`config.mk`:
```
export PLATFORM = sky130hd
export DESIGN_NAME = i2c_bit_bang_master
export DESIGN_NICKNAME = d
export VERILOG_FILES = /design/src/rtl/i2cbb_pkg.sv /design/src/rtl/i2cbb_fsm.sv /design/src/rtl/i2c_bit_bang_master.sv
export SDC_FILE = /design/constraint.sdc
export NUM_CORES = 1
export LEC_CHECK = 0
export ABC_CLOCK_PERIOD_IN_PS = 4400
export BUFFER_PORTS_ARGS = -buffer_cell sky130_fd_sc_hd__buf_2
export CAP_MARGIN = 20
export CELL_PAD_IN_SITES_DETAIL_PLACEMENT = 1
export CELL_PAD_IN_SITES_GLOBAL_PLACEMENT = 1
export CORE_UTILIZATION = 50
export CTS_CLUSTER_SIZE = 40
export DETAILED_ROUTE_END_ITERATION = 7
export GPL_TIMING_DRIVEN = 0
export PLACE_DENSITY_LB_ADDON = 0.1
export SLEW_MARGIN = 20
export SYNTH_ARGS = -nofsm -noshare
export SYNTH_HDL_FRONTEND = slang
export SYNTH_SLANG_ARGS = --single-unit
export TNS_END_PERCENT = 50
```
`constraint.sdc`:
```
create_clock -name clk -period 4.4 [get_ports clk]
set_input_delay 0.88 -clock clk [delete_from_list [all_inputs] [get_ports clk]]
set_output_delay 0.88 -clock clk [all_outputs]
set_load 0.01 [all_outputs]
```
`src/rtl/i2cbb_pkg.sv`:
```
// Shared types and constants for the two-wire bit-bang bus master.
// Used by i2cbb_fsm and i2c_bit_bang_master; no dependencies.
package i2cbb_pkg;

	localparam int unsigned BYTE_BITS = 8;
	localparam int unsigned BIT_CNT_W = $clog2(BYTE_BITS);
	localparam logic [7:0] POLL_LIMIT_RST = 8'd50;

	typedef enum logic [2:0] {
		REQ_TICK  = 3'd0,
		REQ_START = 3'd1,
		REQ_STOP  = 3'd2,
		REQ_WRITE = 3'd3,
		REQ_READ  = 3'd4
	} req_t;

	typedef enum logic [4:0] {
		PH_IDLE  = 5'd0,
		PH_S1    = 5'd1,
		PH_S2    = 5'd2,
		PH_S3    = 5'd3,
		PH_P1    = 5'd4,
		PH_P2    = 5'd5,
		PH_WLO   = 5'd6,
		PH_WHI   = 5'd7,
		PH_WEND  = 5'd8,
		PH_WPOLL = 5'd9,
		PH_WAHI  = 5'd10,
		PH_WALO  = 5'd11,
		PH_RLO   = 5'd12,
		PH_RHI   = 5'd13,
		PH_REND  = 5'd14,
		PH_RAHI  = 5'd15,
		PH_RALO  = 5'd16
	} phase_t;

	typedef struct packed {
		logic [2:0]           req_type;
		logic [BYTE_BITS-1:0] write_value;
		logic                 give_ack;
		logic                 sda_sample;
	} cmd_t;

	typedef struct packed {
		logic                 scl_level;
		logic                 sda_drive;
		logic                 busy_res;
		logic                 done_res;
		logic [BYTE_BITS-1:0] read_value;
		logic                 no_ack;
	} res_t;

endpackage

```
`src/rtl/i2cbb_fsm.sv`:
```
// Bus sequencer: phase state machine, shift/poll datapath and pin levels.
// Advances one item per step; depends on i2cbb_pkg.
module i2cbb_fsm
	import i2cbb_pkg::*;
(
	input  logic       clk,
	input  logic       arst_n,
	input  logic       step,
	input  cmd_t       cmd,
	input  logic [7:0] poll_limit,
	output res_t       res
);

	phase_t                phase_q, phase_d;
	logic [BIT_CNT_W-1:0]  bit_cnt_q, bit_cnt_d;
	logic [BYTE_BITS-1:0]  shift_q, shift_d;
	logic [BYTE_BITS-1:0]  read_hold_q, read_hold_d;
	logic [7:0]            poll_cnt_q, poll_cnt_d;
	logic                  clock_q, clock_d;
	logic                  data_q, data_d;
	logic                  ack_choice_q, ack_choice_d;
	logic                  nack_flag_q, nack_flag_d;
	logic                  is_cmd;
	logic                  msb;
	logic                  last_bit;
	logic                  ack_lvl;

	assign is_cmd   = (cmd.req_type == REQ_START) || (cmd.req_type == REQ_STOP) ||
	                  (cmd.req_type == REQ_WRITE) || (cmd.req_type == REQ_READ);
	assign msb      = shift_q[BYTE_BITS-1];
	assign last_bit = (bit_cnt_q == BIT_CNT_W'(BYTE_BITS - 1));
	assign ack_lvl  = ~ack_choice_q;

	// next state
	always_comb begin
		phase_d      = phase_q;
		bit_cnt_d    = bit_cnt_q;
		shift_d      = shift_q;
		read_hold_d  = read_hold_q;
		poll_cnt_d   = poll_cnt_q;
		clock_d      = clock_q;
		data_d       = data_q;
		ack_choice_d = ack_choice_q;
		nack_flag_d  = nack_flag_q;
		if (phase_q == PH_IDLE) begin
			if (is_cmd) begin
				bit_cnt_d   = '0;
				poll_cnt_d  = '0;
				nack_flag_d = 1'b0;
				priority if (cmd.req_type == REQ_START) begin
					phase_d = PH_S1;
				end else if (cmd.req_type == REQ_STOP) begin
					phase_d = PH_P1;
				end else if (cmd.req_type == REQ_WRITE) begin
					shift_d = cmd.write_value;
					phase_d = PH_WLO;
				end else begin
					shift_d      = '0;
					ack_choice_d = cmd.give_ack;
					phase_d      = PH_RLO;
				end
			end
		end else if (!is_cmd) begin
			unique case (phase_q)
				PH_S1: begin clock_d = 1'b1; data_d = 1'b1; phase_d = PH_S2; end
				PH_S2: begin clock_d = 1'b1; data_d = 1'b0; phase_d = PH_S3; end
				PH_S3: begin clock_d = 1'b0; data_d = 1'b0; phase_d = PH_IDLE; end
				PH_P1: begin clock_d = 1'b1; data_d = 1'b0; phase_d = PH_P2; end
				PH_P2: begin clock_d = 1'b1; data_d = 1'b1; phase_d = PH_IDLE; end
				PH_WLO: begin clock_d = 1'b0; data_d = msb; phase_d = PH_WHI; end
				PH_WHI: begin
					clock_d   = 1'b1;
					data_d    = msb;
					shift_d   = {shift_q[BYTE_BITS-2:0], 1'b0};
					bit_cnt_d = bit_cnt_q + BIT_CNT_W'(1);
					phase_d   = last_bit ? PH_WEND : PH_WLO;
				end
				PH_WEND: begin clock_d = 1'b0; phase_d = PH_WPOLL; end
				PH_WPOLL: begin
					clock_d = 1'b0;
					data_d  = 1'b1;
					priority if (!cmd.sda_sample) begin
						phase_d = PH_WAHI;
					end else if (poll_cnt_q >= poll_limit) begin
						nack_flag_d = 1'b1;
						phase_d     = PH_WAHI;
					end else begin
						poll_cnt_d = poll_cnt_q + 8'd1;
					end
				end
				PH_WAHI: begin clock_d = 1'b1; data_d = 1'b1; phase_d = PH_WALO; end
				PH_WALO: begin clock_d = 1'b0; data_d = 1'b1; phase_d = PH_IDLE; end
				PH_RLO: begin clock_d = 1'b0; data_d = 1'b1; phase_d = PH_RHI; end
				PH_RHI: begin
					clock_d   = 1'b1;
					data_d    = 1'b1;
					shift_d   = {shift_q[BYTE_BITS-2:0], cmd.sda_sample};
					bit_cnt_d = bit_cnt_q + BIT_CNT_W'(1);
					phase_d   = last_bit ? PH_REND : PH_RLO;
				end
				PH_REND: begin clock_d = 1'b0; data_d = ack_lvl; phase_d = PH_RAHI; end
				PH_RAHI: begin clock_d = 1'b1; data_d = ack_lvl; phase_d = PH_RALO; end
				PH_RALO: begin
					clock_d     = 1'b0;
					data_d      = ack_lvl;
					read_hold_d = shift_q;
					phase_d     = PH_IDLE;
				end
				default: phase_d = PH_IDLE;
			endcase
		end
	end

	// result
	always_comb begin
		res            = '0;
		res.scl_level  = clock_d;
		res.sda_drive  = data_d;
		res.busy_res   = (phase_d != PH_IDLE);
		res.read_value = read_hold_d;
		if (!is_cmd) begin
			unique case (phase_q)
				PH_S3, PH_P2, PH_RALO: res.done_res = 1'b1;
				PH_WALO: begin
					res.done_res = 1'b1;
					res.no_ack   = nack_flag_q;
				end
				default: res.done_res = 1'b0;
			endcase
		end
	end

	always_ff @(posedge clk or negedge arst_n) begin
		if (!arst_n) begin
			phase_q      <= PH_IDLE;
			bit_cnt_q    <= '0;
			shift_q      <= '0;
			read_hold_q  <= '0;
			poll_cnt_q   <= '0;
			clock_q      <= 1'b1;
			data_q       <= 1'b1;
			ack_choice_q <= 1'b0;
			nack_flag_q  <= 1'b0;
		end else if (step) begin
			phase_q      <= phase_d;
			bit_cnt_q    <= bit_cnt_d;
			shift_q      <= shift_d;
			read_hold_q  <= read_hold_d;
			poll_cnt_q   <= poll_cnt_d;
			clock_q      <= clock_d;
			data_q       <= data_d;
			ack_choice_q <= ack_choice_d;
			nack_flag_q  <= nack_flag_d;
		end
	end

	a_noack_done: assert property (@(posedge clk) disable iff (!arst_n)
		step && res.no_ack |-> res.done_res)
		else $error("no_ack without done");

	a_done_idle: assert property (@(posedge clk) disable iff (!arst_n)
		step && res.done_res |=> phase_q == PH_IDLE)
		else $error("done but still busy");

	a_cmd_busy_hold: assert property (@(posedge clk) disable iff (!arst_n)
		step && is_cmd && phase_q != PH_IDLE |=> $stable(phase_q) && $stable(clock_q))
		else $error("command while busy advanced the waveform");

	a_idle_levels: assert property (@(posedge clk) disable iff (!arst_n)
		step && phase_q == PH_IDLE |=> $stable(clock_q) && $stable(data_q))
		else $error("pin levels moved while idle");

endmodule

```
`src/rtl/i2c_bit_bang_master.sv`:
```
// Top level of the two-wire bit-bang bus master: input stage, limit register,
// sequencer and result register. Depends on i2cbb_pkg and i2cbb_fsm.
//
//  channel  valid      stall      payload     direction
//  command  cmd_valid  cmd_stall  cmd (cmd_t) in
//  result   res_valid  res_stall  res (res_t) out
//  config   cfg_we     -          cfg_wdata   in
//
// One result per transfer; res_valid rises when the result register loads.
// One transfer per cycle unless res_stall; the sequencer steps once per item.
// A stalled result holds; the input stage still takes one more transfer.
// Reset puts both lines released, sequencer idle, acknowledge limit 50.
module i2c_bit_bang_master
	import i2cbb_pkg::*;
(
	input  logic       clk,
	input  logic       arst_n,
	input  logic       cmd_valid,
	output logic       cmd_stall,
	input  cmd_t       cmd,
	output logic       res_valid,
	input  logic       res_stall,
	output res_t       res,
	input  logic       cfg_we,
	input  logic [7:0] cfg_wdata
);

	cmd_t       cmd_s1;
	logic       valid_s1;
	res_t       res_s2;
	logic       valid_s2;
	logic [7:0] poll_limit_q;
	logic       adv;
	logic       accept;
	res_t       step_res;

	assign adv       = valid_s1 && (!valid_s2 || !res_stall);
	assign cmd_stall = valid_s1 && !adv;
	assign accept    = cmd_valid && !cmd_stall;

	always_ff @(posedge clk or negedge arst_n) begin
		if (!arst_n) begin
			poll_limit_q <= POLL_LIMIT_RST;
		end else if (cfg_we) begin
			poll_limit_q <= cfg_wdata;
		end
	end

	always_ff @(posedge clk or negedge arst_n) begin
		if (!arst_n) begin
			valid_s1 <= 1'b0;
			valid_s2 <= 1'b0;
		end else begin
			if (accept) begin
				valid_s1 <= 1'b1;
			end else if (adv) begin
				valid_s1 <= 1'b0;
			end
			if (adv) begin
				valid_s2 <= 1'b1;
			end else if (!res_stall) begin
				valid_s2 <= 1'b0;
			end
		end
	end

	always_ff @(posedge clk) begin
		if (accept) begin
			cmd_s1 <= cmd;
		end
		if (adv) begin
			res_s2 <= step_res;
		end
	end

	i2cbb_fsm u_fsm (
		.clk        (clk),
		.arst_n     (arst_n),
		.step       (adv),
		.cmd        (cmd_s1),
		.poll_limit (poll_limit_q),
		.res        (step_res)
	);

	assign res_valid = valid_s2;
	assign res       = res_s2;

	a_stall_full: assert property (@(posedge clk) disable iff (!arst_n)
		cmd_stall |-> valid_s1 && valid_s2 && res_stall)
		else $error("input stalled with room downstream");

	a_no_loss: assert property (@(posedge clk) disable iff (!arst_n)
		valid_s2 && res_stall && !adv |=> valid_s2 && $stable(res_s2))
		else $error("stalled result dropped or changed");

	a_adv_fills: assert property (@(posedge clk) disable iff (!arst_n)
		adv |=> valid_s2)
		else $error("stepped item did not reach result register");

endmodule
```
==> results.md <==
* 16.22% — Post-Synth Simple-Gate Area
* 72 — TritonCTS sink count
* register — CP endpoint kind
* 16.68% — compound-gate portion of the synthesized area
* 0.003804 sq mm — summed instance area of the synthesized netlist
* 89.22 microns — Chip Height
* 5.847 — drt via density
* 356 — Post-Syn Instances
* 3.28 ns — endpoint arrival time on the critical path
* 0.42 ns — biggest cell delay along the critical path
* 2988 — overall via count from detail_route
* 18.12 microns — average wire per standard cell
* register to register — HP Class
* no — unrepaired setup endpoints after global routing
* 0 ns — setup tns final
* 0.007960 sq mm — die footprint
* 0 — number of hold violations in the final report
* sky130_fd_sc_hd__or4_1 — Critical Path Slowest Stage Cell
* 333.1 MHz — timing-limited maximum frequency
* 6.558 mm — dpl hpwl
* 446 — number of nets at the end of the flow
* 3.002 ns — time the final worst path needs with I/O delays and setup
* 3181 — number of global-route vias before repair
* 4 — first-pass iteration count of the detailed router
* compound AO/OA/AOI/OAI gates — dominant combinational cell family by area after synthesis
* 10.68 sq um — Mean Syn Cell Area
* 1410 uW — internal power component
* 4.68 ns — Worst EP required
* 0 — Setup Viol. Count Final
* 40 — buffers added on ports
* sky130_fd_sc_hd__dfrtp_1, sky130_fd_sc_hd__edfxtp_1, sky130_fd_sc_hd__mux2_2, sky130_fd_sc_hd__ha_1, sky130_fd_sc_hd__dfstp_2 — ranking of synthesized cells by area
* built — TritonCTS clock tree
* 0.8749 — Final Wtd Congestion
* 1.447 ns — minimum setup slack after placement
* 15.37 mm — first-pass GRT wire length
* 0 — number of antenna violations at the first check in global routing
* 26 — number of synthesized flops with an enable pin
* 0 — final-report max-slew violation count
* 52.16% — initial cell density of the core
* 0.36 ns — clock latency reported for the late side of the worst-skew pair
* 798.4 uW — switching power
* 41 — Top Ports
* 0.007212 ns — final clock skew
* 89.22 microns — die extent in x
* 72 — synthesized flop and latch total
* sky130_fd_sc_hd__dfrtp_1 — area leader, netlist
* 0.07 ns — clock transition at the registers of the reported paths
* 9 — number of CTS-inserted buffers
* 0 — number of setup buffers added after CTS
* 31 — # rows
* 62 — number of distinct library cells after synthesis
* 9.261 mm — total wire length
* 0 — # resized after CTS
* finished, final reports clean — outcome
* 0.8882% — parity-gate share of the synthesized area counting xor and xnor cells
* 26.7% — clock network fraction of total power
* 0.001851 uW — Leak
* 63.89% — share of synthesized registers carrying an async set or reset
* 26.22% — total routing usage reported by global routing
* 2209 uW — post-route total power
* sky130_fd_sc_hd__dfrtp_1 — ys flop type
* 1.398 ns — Final WS setup
* register to register — WS Path Type
* 47.44% — normalized max-slew margin
* 0 — global-route congestion overflow total
* 26.97% — fraction of post-synthesis cell area in the top cell type by area
* buf_2 > nor2_4 > xor2_2 > inv_1 > buf_2 > ha_1 > nand2_1 > nor2_2 > nand2_1 > or4_1 > a21oi_1 — cells along the critical path
* 130 — Iter 0 DRT Violations
* 36.15% — Sw Ratio
* 0.2623 mV — Worst VDD drop
* register — CP startpoint kind
* 3 — H-Tree Depth
* 395 — Mapped Nets
* 814 — # fillers
* 14.37% — Syn-to-layout area delta
* 68.24% — post-route clock period utilization
* 31.1% — combinational fraction of design power
* 507.7 mW/mm^2 — Cell Pwr Density
* 0 — DRC violation count after routing
* 42.2% — part of the power in registers
* 25.97% — layout cells sized above 1
* 0 — Post-CTS Hold Fix Bufs
* 0 — number of warning messages in the yosys log
* 0.007292 sq mm — placeable core area
* 50.95% — sequential fraction of the synthesis area
* 11 — largest fanout of any net on the critical path
* 0.7835 ns — slew at the pin closest to its max-slew limit
* 2 — Max clock buf depth
* 4.276% — Adder-Cell Fraction of Synth Area
* 6.776% — multiplexer share of the synthesized area
* 0 — Final ANT Viol Nets
* 47 — largest net degree at the start of global routing
* 0 — count of max-cap constraint violations
* 0 — count of antenna diodes in the layout
* sky130_fd_sc_hd__clkbuf_8 — clock root buffer
## layer usage
layer | share of wire (%) | vias to the layer above | GRT usage (%)
met1 | 44 | 1510 | 33.11
li1 | - | 1412 | -
met4 | 1.9 | 0 | 8.802
met2 | 51 | 48 | 45.04
met5 | 0 | - | 0
met3 | 2.9 | 18 | 5.448
## area by class of cell
| class | count | area, sq um | share of cell area, % |
|---|---|---|---|
| sequential | 72 | 1938 | 44.55 |
| timing repair buffer | 40 | 202.7 | 4.659 |
| clock inverter | 6 | 92.59 | 2.128 |
| clock buffer | 10 | 127.6 | 2.934 |
| buffer | 20 | 103.9 | 2.387 |
| inverter | 15 | 56.30 | 1.294 |
| tap | 99 | 123.9 | 2.847 |
| multi-input combinational | 249 | 1705 | 39.20 |
## path summary, 6_finish.rpt
| path | startpoint | end | slack, ns | cells after the start |
|---|---|---|---|---|
| max reg2reg | cmd_s1[11] | u_fsm.poll_cnt_q[6] | 1.40 | 11 |
| min | valid_s1 | res_valid | 0.51 | 1 |
| max in group asynchronous | arst_n | u_fsm.ack_choice_q | 3.45 | 1 |
| max | cmd_s1[11] | u_fsm.poll_cnt_q[6] | 1.40 | 11 |
| min in group asynchronous | arst_n | u_fsm.poll_cnt_q[4] | 0.52 | 1 |
| min reg2reg | valid_s1 | res_valid | 0.51 | 1 |
## cell usage in the layout (no fill, tap or decap), types with 3 or more instances in the layout
master	instances
sky130_fd_sc_hd__a21oi_1	22
sky130_fd_sc_hd__a22oi_1	11
sky130_fd_sc_hd__a31oi_1	4
sky130_fd_sc_hd__and2_1	3
sky130_fd_sc_hd__and3_1	5
sky130_fd_sc_hd__buf_2	47
sky130_fd_sc_hd__clkbuf_1	9
sky130_fd_sc_hd__clkbuf_8	9
sky130_fd_sc_hd__dfrtp_1	41
sky130_fd_sc_hd__dfstp_2	5
sky130_fd_sc_hd__edfxtp_1	26
sky130_fd_sc_hd__ha_1	13
sky130_fd_sc_hd__inv_1	14
sky130_fd_sc_hd__mux2_2	22
sky130_fd_sc_hd__nand2_1	32
sky130_fd_sc_hd__nand2b_1	5
sky130_fd_sc_hd__nand3_1	7
sky130_fd_sc_hd__nand4_1	5
sky130_fd_sc_hd__nor2_1	27
sky130_fd_sc_hd__nor2b_1	6
sky130_fd_sc_hd__nor3_1	8
sky130_fd_sc_hd__nor4_1	3
sky130_fd_sc_hd__o21ai_0	24
sky130_fd_sc_hd__o31ai_1	5
sky130_fd_sc_hd__or3_1	5
## cell usage after synthesis, drive strengths merged, types with 3 or more instances
cell,n
nor4,4
nand4,5
and3,5
nand2,33
a31oi,4
nor2,29
buf,12
edfxtp,26
mux2,22
a22oi,11
inv,14
nor3,10
dfrtp,41
clkbuf,8
and2,3
nand3,7
a211oi,3
o21ai,25
ha,13
or3,5
dfstp,5
nor2b,6
nand2b,5
a21oi,24
o31ai,5
## flip-flops by register name, summed over array words and instances, names as in the netlist
| register | count |
|---|---|
| cmd_s1 | 13 |
| res | 13 |
| poll_limit_q | 8 |
| u_fsm.poll_cnt_q | 8 |
| u_fsm.read_hold_q | 8 |
| u_fsm.shift_q | 8 |
| u_fsm.phase_q | 5 |
| u_fsm.bit_cnt_q | 3 |
| res_valid | 1 |
| u_fsm.ack_choice_q | 1 |
| u_fsm.clock_q | 1 |
| u_fsm.data_q | 1 |
| u_fsm.nack_flag_q | 1 |
| valid_s1 | 1 |
## critical path: cells and delay by family (launching register included)
| family | cells | cell delay [ns] |
|---|---|---|
| xor+xnor | 1 | 0.33 |
| flops | 1 | 0.35 |
| simple gates | 5 | 1.15 |
| fa+ha+maj | 1 | 0.30 |
| compound gates | 1 | 0.15 |
| buf+inv | 3 | 0.65 |
## cells by family (layout without fill, tap and decap cells)
family | count (synthesis) | in the layout
DFF | 72 | 72
and+or+nand+nor | 118 | 118
xor gates and xnor gates | 3 | 3
muxes | 23 | 23
buffers and inverters | 35 | 91
adders and majority gates | 13 | 13
AOI/OAI and AO/OA | 92 | 92
## metrics by stage
step | instance area, sq um | util [%] | hold slack, ns | cells
2_1_floorplan | 3804 | - | 0.4553 | 356
5_1_grt | 4350 | 59.66 | 0.5360 | 511
6_report | 4350 | 59.66 | 0.5090 | 511
3_3_place_gp | 4128 | 56.61 | 0.4810 | 495
4_1_cts | 4348 | 59.63 | 0.5119 | 511
3_5_place_dp | 4128 | 56.61 | 0.4818 | 495
## power groups by stage
stage               clock network (uW)  logic, uW  registers, uW
floorplan                            0        504            906
global placement                     0        649            933
detailed placement                   0        681            944
CTS                                595        691            933
global route                       621        778            951
finish                             591        687            931
Note: power is estimated with default switching activity, not from simulation.
